**src/rtl/rto_est_pkg.sv**
```systemverilog
`default_nettype none

package rto_est_pkg;

    // Register indexes of the configuration port.
    typedef enum logic [1:0] {
        CFG_TICK_TIME       = 2'd0,
        CFG_MIN_RTO         = 2'd1,
        CFG_MAX_RTO         = 2'd2,
        CFG_MAX_RETRANSMITS = 2'd3
    } cfg_index_t;

    localparam int TICK_W     = 20;
    localparam int RTO_W      = 32;
    localparam int COUNT_W    = 8;
    localparam int SAMPLE_W   = 16;
    localparam int BACKOFF_W  = 3;
    localparam int BK_IDX_W   = 4;

    localparam logic [TICK_W-1:0]  TICK_TIME_RESET       = 20'd500;
    localparam logic [RTO_W-1:0]   MIN_RTO_RESET         = 32'd1000;
    localparam logic [RTO_W-1:0]   MAX_RTO_RESET         = 32'd64000;
    localparam logic [COUNT_W-1:0] MAX_RETRANSMITS_RESET = 8'd12;

    localparam logic [COUNT_W-1:0] COUNT_MAX   = 8'hFF;
    localparam logic [RTO_W-1:0]   EST_MAX     = 32'hFFFF_FFFF;
    localparam logic [RTO_W-1:0]   EST_FLOOR   = 32'd1;
    // The fold starts once the count passes a quarter of the limit.
    localparam int                 FOLD_DIV_SHIFT = 2;

    typedef struct packed {
        logic                operation;
        logic [SAMPLE_W-1:0] rtt_sample;
    } in_item_t;

    typedef struct packed {
        logic [RTO_W-1:0]   rto;
        logic               resend;
        logic               give_up;
        logic [COUNT_W-1:0] retries;
    } out_item_t;

    // Backoff factors are powers of two, so the table holds their exponents.
    function automatic logic [BACKOFF_W-1:0] backoff_log(input logic [BK_IDX_W-1:0] idx);
        logic [BACKOFF_W-1:0] lg;
        case (idx)
            4'd0:    lg = 3'd0;
            4'd1:    lg = 3'd1;
            4'd2:    lg = 3'd2;
            4'd3:    lg = 3'd3;
            4'd4:    lg = 3'd4;
            4'd5:    lg = 3'd5;
            default: lg = 3'd6;
        endcase
        return lg;
    endfunction

endpackage

`default_nettype wire

```
**src/rtl/tcp_retransmit_timeout_estimator.sv**
```systemverilog
// Throughput: one item per cycle while out_stall is low; the estimator state is
// updated in the cycle of the input transfer, and the timeout goes through the
// A, B, C and output registers: snapshot, add, multiply and clamp stages.
// The 20 x 33 bit multiply by tick_time sets the length of the critical stage.
// Reset clears the estimator state and the pipeline and loads the default
// configuration; the block takes items in the first cycle after reset.
`default_nettype none

module tcp_retransmit_timeout_estimator
    import rto_est_pkg::*;
#(
    parameter int SRTT_SHIFT  = 3,
    parameter int VAR_SHIFT   = 2,
    parameter int BACKOFF_CAP = 12
) (
    input  wire logic             clk,
    input  wire logic             rst_n,
    input  wire logic             cfg_write,
    input  wire logic [1:0]       cfg_index,
    input  wire logic [RTO_W-1:0] cfg_data,
    input  wire logic             in_valid,
    output logic                  in_stall,
    input  wire in_item_t         in_data,
    output logic                  out_valid,
    input  wire logic             out_stall,
    output out_item_t             out_data
);

    localparam int CALC_W = RTO_W + 2;
    localparam int BASE_W = RTO_W + 1;
    localparam int PROD_W = TICK_W + BASE_W;
    localparam int SHL_W  = PROD_W + 6;

    logic [TICK_W-1:0]  tick_time_reg;
    logic [RTO_W-1:0]   min_rto_reg;
    logic [RTO_W-1:0]   max_rto_reg;
    logic [COUNT_W-1:0] max_retransmits_reg;

    logic [RTO_W-1:0]   smoothed_rtt_reg, smoothed_rtt_next;
    logic [RTO_W-1:0]   rtt_variance_reg, rtt_variance_next;
    logic [COUNT_W-1:0] retransmit_count_reg, retransmit_count_next;

    // Stage A: estimator snapshot used for the timeout.
    logic                 a_valid_reg;
    logic [RTO_W-1:0]     a_srtt_reg, a_srtt_next;
    logic [RTO_W-1:0]     a_var_reg, a_var_next;
    logic [BACKOFF_W-1:0] a_log_reg, a_log_next;
    logic                 a_resend_reg, a_resend_next;
    logic                 a_give_up_reg, a_give_up_next;
    // Stage B: base sum.
    logic                 b_valid_reg;
    logic [BASE_W-1:0]    b_base_reg;
    logic [BACKOFF_W-1:0] b_log_reg;
    logic                 b_resend_reg;
    logic                 b_give_up_reg;
    logic [COUNT_W-1:0]   b_retries_reg;
    // Stage C: product with the tick period.
    logic                 c_valid_reg;
    logic [PROD_W-1:0]    c_prod_reg;
    logic [BACKOFF_W-1:0] c_log_reg;
    logic                 c_resend_reg;
    logic                 c_give_up_reg;
    logic [COUNT_W-1:0]   c_retries_reg;
    logic [COUNT_W-1:0]   a_retries_reg;

    logic      out_valid_reg;
    out_item_t out_data_reg, out_data_next;

    logic o_load, c_load, b_load, a_load, accept;

    assign o_load   = !out_valid_reg || !out_stall;
    assign c_load   = !c_valid_reg || o_load;
    assign b_load   = !b_valid_reg || c_load;
    assign a_load   = !a_valid_reg || b_load;
    assign in_stall = !a_load;
    assign accept   = in_valid && a_load;

    assign out_valid = out_valid_reg;
    assign out_data  = out_data_reg;

    // Estimator update, done at the input transfer so the next item sees it.
    always_comb
    begin
        logic [CALC_W-1:0]   srtt_calc;
        logic [CALC_W-1:0]   delta;
        logic [CALC_W-1:0]   abs_delta;
        logic [CALC_W-1:0]   var_calc;
        logic [SAMPLE_W:0]   sample_inc;
        logic [BASE_W-1:0]   fold_sum;
        logic [COUNT_W-1:0]  count_inc;
        logic [COUNT_W-1:0]  bk_idx;
        logic [RTO_W-1:0]    srtt_sh;

        smoothed_rtt_next     = smoothed_rtt_reg;
        rtt_variance_next     = rtt_variance_reg;
        retransmit_count_next = retransmit_count_reg;
        a_resend_next         = 1'b0;
        a_give_up_next        = 1'b0;
        a_log_next            = '0;

        srtt_sh    = smoothed_rtt_reg >> SRTT_SHIFT;
        sample_inc = {1'b0, in_data.rtt_sample} + {{SAMPLE_W{1'b0}}, 1'b1};
        srtt_calc  = CALC_W'(smoothed_rtt_reg) - CALC_W'(srtt_sh)
                     + CALC_W'(in_data.rtt_sample);
        delta      = CALC_W'(in_data.rtt_sample) - CALC_W'(srtt_sh);
        abs_delta  = delta[CALC_W-1] ? (~delta + CALC_W'(1)) : delta;
        var_calc   = CALC_W'(rtt_variance_reg) - CALC_W'(rtt_variance_reg >> VAR_SHIFT)
                     + abs_delta;
        fold_sum   = BASE_W'(rtt_variance_reg) + BASE_W'(srtt_sh);
        count_inc  = (retransmit_count_reg == COUNT_MAX) ? COUNT_MAX
                     : retransmit_count_reg + COUNT_W'(1);
        bk_idx     = (count_inc < COUNT_W'(BACKOFF_CAP)) ? count_inc : COUNT_W'(BACKOFF_CAP);

        if (!in_data.operation)
        begin
            if (smoothed_rtt_reg != '0)
            begin
                if (srtt_calc == '0)
                    smoothed_rtt_next = EST_FLOOR;
                else if (srtt_calc > CALC_W'(EST_MAX))
                    smoothed_rtt_next = EST_MAX;
                else
                    smoothed_rtt_next = srtt_calc[RTO_W-1:0];
                if (var_calc == '0)
                    rtt_variance_next = EST_FLOOR;
                else if (var_calc > CALC_W'(EST_MAX))
                    rtt_variance_next = EST_MAX;
                else
                    rtt_variance_next = var_calc[RTO_W-1:0];
            end
            else
            begin
                smoothed_rtt_next = RTO_W'(sample_inc) << SRTT_SHIFT;
                rtt_variance_next = RTO_W'(sample_inc) << (VAR_SHIFT - 1);
            end
            retransmit_count_next = '0;
            // A sample reports the updated estimator.
            a_srtt_next = smoothed_rtt_next >> SRTT_SHIFT;
            a_var_next  = rtt_variance_next;
        end
        else
        begin
            retransmit_count_next = count_inc;
            a_log_next  = backoff_log(bk_idx[BK_IDX_W-1:0]);
            // A timeout reports the estimator as it was before any fold.
            a_srtt_next = srtt_sh;
            a_var_next  = rtt_variance_reg;
            if (count_inc <= max_retransmits_reg)
            begin
                a_resend_next = 1'b1;
                if (count_inc > (max_retransmits_reg >> FOLD_DIV_SHIFT))
                begin
                    rtt_variance_next = fold_sum[RTO_W] ? EST_MAX : fold_sum[RTO_W-1:0];
                    smoothed_rtt_next = '0;
                end
            end
            else
            begin
                a_give_up_next = 1'b1;
            end
        end
    end

    always_comb
    begin
        logic [SHL_W-1:0] scaled;
        logic [SHL_W-1:0] upper;

        scaled = SHL_W'(c_prod_reg) << c_log_reg;
        upper  = (scaled > SHL_W'(max_rto_reg)) ? SHL_W'(max_rto_reg) : scaled;
        if (upper < SHL_W'(min_rto_reg))
            out_data_next.rto = min_rto_reg;
        else
            out_data_next.rto = upper[RTO_W-1:0];
        out_data_next.resend  = c_resend_reg;
        out_data_next.give_up = c_give_up_reg;
        out_data_next.retries = c_retries_reg;
    end

    always_ff @(posedge clk or negedge rst_n)
    begin
        if (!rst_n)
        begin
            tick_time_reg        <= TICK_TIME_RESET;
            min_rto_reg          <= MIN_RTO_RESET;
            max_rto_reg          <= MAX_RTO_RESET;
            max_retransmits_reg  <= MAX_RETRANSMITS_RESET;
            smoothed_rtt_reg     <= '0;
            rtt_variance_reg     <= '0;
            retransmit_count_reg <= '0;
            a_valid_reg          <= 1'b0;
            b_valid_reg          <= 1'b0;
            c_valid_reg          <= 1'b0;
            out_valid_reg        <= 1'b0;
        end
        else
        begin
            if (cfg_write)
            begin
                unique case (cfg_index)
                    CFG_TICK_TIME:       tick_time_reg       <= cfg_data[TICK_W-1:0];
                    CFG_MIN_RTO:         min_rto_reg         <= cfg_data;
                    CFG_MAX_RTO:         max_rto_reg         <= cfg_data;
                    CFG_MAX_RETRANSMITS: max_retransmits_reg <= cfg_data[COUNT_W-1:0];
                    default:             tick_time_reg       <= tick_time_reg;
                endcase
            end
            if (accept)
            begin
                smoothed_rtt_reg     <= smoothed_rtt_next;
                rtt_variance_reg     <= rtt_variance_next;
                retransmit_count_reg <= retransmit_count_next;
            end
            if (a_load)
                a_valid_reg <= accept;
            if (b_load)
                b_valid_reg <= a_valid_reg;
            if (c_load)
                c_valid_reg <= b_valid_reg;
            if (o_load)
                out_valid_reg <= c_valid_reg;
        end
    end

    always_ff @(posedge clk)
    begin
        if (accept)
        begin
            a_srtt_reg    <= a_srtt_next;
            a_var_reg     <= a_var_next;
            a_log_reg     <= a_log_next;
            a_resend_reg  <= a_resend_next;
            a_give_up_reg <= a_give_up_next;
            a_retries_reg <= retransmit_count_next;
        end
        if (b_load)
        begin
            b_base_reg    <= BASE_W'(a_srtt_reg) + BASE_W'(a_var_reg);
            b_log_reg     <= a_log_reg;
            b_resend_reg  <= a_resend_reg;
            b_give_up_reg <= a_give_up_reg;
            b_retries_reg <= a_retries_reg;
        end
        if (c_load)
        begin
            c_prod_reg    <= PROD_W'(tick_time_reg) * PROD_W'(b_base_reg);
            c_log_reg     <= b_log_reg;
            c_resend_reg  <= b_resend_reg;
            c_give_up_reg <= b_give_up_reg;
            c_retries_reg <= b_retries_reg;
        end
        if (o_load)
            out_data_reg <= out_data_next;
    end

`ifndef NO_ASSERTIONS
    // With the output free, every stage can move, so the input never stalls.
    assert property (@(posedge clk) disable iff (!rst_n) !out_stall |-> !in_stall)
        else $error("input stalled while the output was free");

    assert property (@(posedge clk) disable iff (!rst_n)
        accept && !in_data.operation |=> retransmit_count_reg == '0 && smoothed_rtt_reg != '0)
        else $error("sample did not clear the count or left a zero estimate");

    assert property (@(posedge clk) disable iff (!rst_n)
        out_valid && out_data.resend |-> !out_data.give_up && out_data.retries != '0)
        else $error("resend result with give-up or zero count");

    assert property (@(posedge clk) disable iff (!rst_n)
        accept && in_data.operation && retransmit_count_reg != COUNT_MAX
        |=> retransmit_count_reg == $past(retransmit_count_reg) + COUNT_W'(1))
        else $error("timeout did not advance the count");
`endif

endmodule

`default_nettype wire
```
**config.mk**
```make
export PLATFORM = sky130hd
export DESIGN_NAME = tcp_retransmit_timeout_estimator
export DESIGN_NICKNAME = d
export VERILOG_FILES = /design/src/rtl/rto_est_pkg.sv /design/src/rtl/tcp_retransmit_timeout_estimator.sv
export SDC_FILE = /design/constraint.sdc
export NUM_CORES = 2
export LEC_CHECK = 0
export BUFFER_PORTS_ARGS = -buffer_cell sky130_fd_sc_hd__buf_2
export CAP_MARGIN = 20
export CORE_UTILIZATION = 41
export DETAILED_ROUTE_END_ITERATION = 6
export GPL_TIMING_DRIVEN = 0
export SYNTH_ARGS = -nofsm -noshare
export SYNTH_HDL_FRONTEND = slang
export SYNTH_SLANG_ARGS = --single-unit
```
**constraint.sdc**
```tcl
create_clock -name clk -period 9.33 [get_ports clk]
set_input_delay 0.4665 -clock clk [delete_from_list [all_inputs] [get_ports clk]]
set_output_delay 0.4665 -clock clk [all_outputs]
set_load 0.05 [all_outputs]
```
Word-level counts from Yosys, hierarchy flattened
Cells that the tools add are included.
{"block": "classes", "add_sub_neg": 10, "mul": 1, "div_mod_pow": 0, "n_lt_le_gt_ge": 7, "n_eq_ne": 11, "shifts": 1, "n_mux": 24, "n_bitwise": 1, "n_reduce_logical": 21}
{"op": "32-bit two-way mux", "count": 15}
{"op": "34-bit by 32-bit greater-than comparator with 1-bit output (second input constant)", "count": 2}
{"op": "34-bit logical NOT", "count": 2}
{"op": "59-bit by 32-bit greater-than comparator with 1-bit output", "count": 1}
{"op": "59-bit by 32-bit less-than comparator with 1-bit output", "count": 1}
{"op": "59-bit two-way mux", "count": 1}
{"op": "53-bit by 3-bit << shifter with 59-bit output", "count": 1}
{"op": "20-bit by 33-bit multiplier with 53-bit output", "count": 1}
{"op": "33-bit by 17-bit adder with 34-bit output", "count": 1}
{"op": "34-bit by 1-bit adder with 34-bit output (second input constant)", "count": 1}
{"op": "34-bit adder", "count": 1}
{"op": "34-bit two-way mux", "count": 1}
{"op": "34-bit inverter", "count": 1}
{"op": "32-bit by 29-bit adder with 33-bit output", "count": 1}
{"op": "32-bit by 32-bit adder with 33-bit output", "count": 1}
{"op": "32-bit by 29-bit subtractor with 33-bit output", "count": 1}
{"op": "32-bit by 30-bit subtractor with 33-bit output", "count": 1}
{"op": "32-bit nonzero test", "count": 1}
{"op": "16-bit by 29-bit subtractor with 30-bit output", "count": 1}
{"op": "29-bit two-way mux", "count": 1}
{"op": "3-bit case mux with 6 select lines", "count": 1}
{"op": "16-bit by 1-bit adder with 17-bit output (second input constant)", "count": 1}
{"op": "8-bit two-way mux", "count": 2}
{"op": "8-bit by 1-bit adder with 8-bit output (second input constant)", "count": 1}
{"op": "other kinds (19)", "count": 35}
{"block": "word_totals", "reg_bits": 399, "latchBits": 0, "ramBits": 0, "rom_bits": 0, "input_bits": 56, "out_inout_bits": 44, "word_cells": 107, "mem_count": 0}

Depth between registers and ports, before layout
{"block": "logic_depth", "ltp_word": 10, "ltp_mapped": 35, "ltp_nobuf": 30}

Worst setup path before layout
Ideal clock, no wire load.
{"block": "synth_timing", "path_kind": "flip-flop to flip-flop", "start": "register tick_time_reg[2]", "end": "register c_prod_reg[47], data pin", "setup_time_ns": 0.258, "arrival_ns": 7.347, "required_ns": 9.072, "setup_slack_ns": 1.724, "path_stages_with_launch": 28, "path_buffers": 2, "synth_period_minus_slack_ns": 7.606, "path_cell_list": "dfstp_2 -> clkbuf_1 -> clkbuf_1 -> nand2_1 -> fa_1 -> inv_1 -> fa_1 -> fa_1 -> inv_1 -> fa_1 -> inv_1 -> fa_1 -> fa_1 -> fa_1 -> ha_1 -> a21o_1 -> a21oi_1 -> nor2b_1 -> or4_1 -> a21oi_1 -> nor3_1 -> o211ai_1 -> a21oi_1 -> o21ai_0 -> o311ai_0 -> a31o_2 -> a21oi_1 -> xnor2_1"}
{"block": "synth_via", "elab_chain_cells": 1}
{"item": "start: declaration", "line_no": "tcp_retransmit_timeout_estimator.sv:34", "text": "logic [TICK_W-1:0] tick_time_reg;"}
{"item": "start signal: assignment", "line_no": "tcp_retransmit_timeout_estimator.sv:201", "text": "CFG_TICK_TIME: tick_time_reg <= cfg_data[TICK_W-1:0];"}
{"item": "start signal: assignment", "line_no": "tcp_retransmit_timeout_estimator.sv:205", "text": "default: tick_time_reg <= tick_time_reg;"}
{"item": "20-bit by 33-bit multiplier with 53-bit output", "line_no": "tcp_retransmit_timeout_estimator.sv:246", "text": "c_prod_reg <= PROD_W'(tick_time_reg) * PROD_W'(b_base_reg);"}
{"item": "end signal: assignment", "line_no": "tcp_retransmit_timeout_estimator.sv:246"}
{"item": "end: declaration", "line_no": "tcp_retransmit_timeout_estimator.sv:59", "text": "logic [PROD_W-1:0] c_prod_reg;"}
No other way between the ends.
A chain may end at the register's enable or synchronous reset.

Final worst setup path
{"block": "layout_timing", "start": "register tick_time_reg[12]", "end": "register c_prod_reg[47], data pin"}
Same word-level chain as after synthesis.

==> run_results.csv <==
group,metric,value,unit
drt,routed_via_density,5.61,
yosys,synth_area_leaders,"fa_1, edfxtp_1, ha_1",
global_routing,grt.overflow.total,0,
clock_tree,cts_tree,"done",
critical_path,critPathLaunchType,"register",
yosys,synth.most_common_cell,"inv_1",
yosys,avgSynthCellArea,9.31,sq um
place,dp_hpwl,131000,um
yosys,yosysTopAreaCellShare,22.2,%
clock_tree,clkTransAtPathRegs,0.06,ns
drt,wl_met3,10200,um
die,fp.dieH,353,um
timing,finalCritPeriodShare,96.5,%
flow_run,cap_violations,0,
die,io_pins,100,
global_routing,grt_usage,25.7,%
clock_tree,cts_setup_buffers,0,
drt,wl_met1,65900,um
critical_path,rr_worst_depth,26,
place,routabilityCongestion,0.972,
timing,min_period,9.00,ns
die,design.die.area,125000,sq um
die,core.rowCount,128,
timing,rsz0062_at_grt,"false",
status,status,"complete, no violations",
worst_hold_path,hold_depth,2,
drt,highest_layer,"met5",
yosys,ys.flop_type,"edfxtp_1",
critical_path,path_buf_inv,5,
drt,ant_nets,0,
yosys,async_reset_ff_share,42.4,%
yosys,synth_seq_area_share,21.9,%
global_routing,grt_pass1_wl,246000,um
yosys,synthCells,5428,
cells_and_area,syn_to_final_growth,8.72,%
place,placement.io_buffers,99,
clock_tree,cts.sinks,396,
critical_path,cp_common_cell,"fa_1",
critical_path,slowest_delay,0.72,ns
global_routing,grt_pass1_vias,41500,
yosys,yosysWarningCount,0,
critical_path,crit_fanout,10,
timing,worstMarginPinSlew,1.21,ns
drt,first_iter_violations,2905,
critical_path,critPathCaptureType,"register",
timing,slew_headroom,19.2,%
timing,finalClockSkew,0.0206,ns
clock_tree,root_buffer,"clkbuf_16",
yosys,yosysUniqueCellTypes,111,
cells_and_area,drive_gt1_share,8.96,%
timing,setup_viol,0,
yosys,syn_area,50600,sq um
critical_path,cp.arrival,9.35,ns
critical_path,required,9.68,ns
die,die_w,353,um
drt,vias,40600,
drt,drc,0,
cells_and_area,nets,6627,
die,core,122000,sq um
clock_tree,cts_buffer_depth,3,
yosys,synth_edf_count,228,
drt,dr.pass1.iters,6,
drt,wl_per_cell,22.2,um
timing,setup_tns,0,ns
timing,fmax,111,MHz
critical_path,crit_family,"adder cells",
global_routing,antenna_found_initial,8,
critical_path,reg2reg_slack,0.33,ns
timing,hold_viol,0,
worst_hold_path,worst_hold_path_type,"in -> reg",
clock_tree,htreeDepth,2,
clock_tree,clkLatencyLatePin,0.62,ns
drt,dr_wl_met2,77000,um
drt,totalWireLength,161000,um
yosys,synth-seq-cells,396,
die,start_util,41.4,%
yosys,synth_top_cell_by_area,"fa_1",
cells_and_area,largest_reg_flops,53,
global_routing,grt_max_degree,102,
timing,timing.final.max_slew_violations,0,
critical_path,cp_slowest_cell,"clkbuf_1",
yosys,netlist_top_cells_count,"inv_1, nand2_1, fa_1",
critical_path,crit_cells,26,
clock_tree,numCtsBuffers,45,
critical_path,worst-setup-path-type,"reg -> reg",
[metrics by stage]
step	area, sq um	std cells	setup WS [ns]	utilization [%]	hold slack [ns]
2_1_floorplan	50600	5430	1.72	-	0.171
3_3_place_gp	53100	7154	-1.54	43.5	0.403
3_5_place_dp	53300	7163	-0.593	43.7	0.405
4_1_cts	54900	7245	0.00383	45.0	0.0545
5_1_grt	55000	7247	0.00435	45.0	0.0620
6_report	55000	7249	0.329	45.0	0.0663
[worst reg2reg max path, delay by kind of cell, from the launching register on]
| kind | cells | cell delay, ns |
|---|---|---|
| AO/OA/AOI/OAI | 8 | 2.12 |
| flip-flops | 1 | 0.32 |
| buffers and inverters | 5 | 1.47 |
| XOR/XNOR | 1 | 0.10 |
| AND/OR/NAND/NOR | 4 | 0.93 |
| adder cells (fa/ha/maj) | 8 | 3.79 |
[timing repair]
item	CTS	global route
gates resized for setup	4	40
hold buffers	1	0
endpoints found under the setup margin	48	82
hold endpoints to repair	53	0
[cell type report]
| cell class | count | area, sq um |
|---|---|---|
| multi-input cells | 4055 | 35800 |
| inverters | 740 | 2780 |
| well taps | 1625 | 2030 |
| plain buffers | 235 | 996 |
| clock inverters | 23 | 272 |
| clock buffers | 61 | 1320 |
| flip-flops and latches | 396 | 11100 |
| repair buffers | 112 | 716 |
| diodes | 2 | 5.00 |
| fillers | 11900 | 67100 |
[cell families (layout without fill, tap and decap cells)]
kind of cell | count (synthesis) | in the layout | synth area share, %
buf+inv | 979 | 1171 | 7.44
flops | 396 | 396 | 21.9
other cells | 1 | 5 | 0.00742
fa+ha+maj | 986 | 986 | 32.7
simple gates | 1585 | 1585 | 15.2
compound gates | 1012 | 1012 | 13.1
xor+xnor | 264 | 264 | 4.60
mux | 205 | 205 | 4.96
[final timing paths]
check                                         startpoint                                to
max in group asynchronous                          rst_n  rtt_variance_reg[29]$_DFFE_PN0P_
hold / removal                                  in_valid           a_valid_reg$_DFFE_PN0N_
setup reg to reg           tick_time_reg[12]$_DFFE_PN0P_          c_prod_reg[47]$_DFFE_PP_
min in group asynchronous                          rst_n       min_rto_reg[21]$_DFFE_PN0P_
hold reg to reg               a_retries_reg[7]$_DFFE_PP_        b_retries_reg[7]$_DFFE_PP_
setup / recovery           tick_time_reg[12]$_DFFE_PN0P_          c_prod_reg[47]$_DFFE_PP_
[cells in the final DEF (no fill, tap or decap), types with 31 or more instances in the layout]
master,n
a21o_1,121
a21oi_1,303
a31oi_1,35
and2_1,241
and3_1,31
buf_2,106
clkbuf_1,198
clkbuf_16,49
dfrtp_1,148
edfxtp_1,228
fa_1,561
ha_1,425
inv_1,732
mux2_2,164
nand2_1,630
nand2b_1,49
nand3_1,86
nand4_1,35
nor2_1,249
nor2b_1,50
nor3_1,66
nor4_1,33
o211ai_1,39
o21a_1,45
o21ai_0,167
o22ai_1,38
xnor2_1,163
xor2_1,99
[metal layers]
metal / vias to the layer above / track usage, %
li1: 18600 / -
met1: 20200 / 32.4
met2: 1457 / 43.9
met3: 351 / 3.26
met4: 8 / 11.2
met5: - / 0
Power is not shown: default switching activity piles up to over one toggle a cycle in this logic, so the estimate is an artifact.
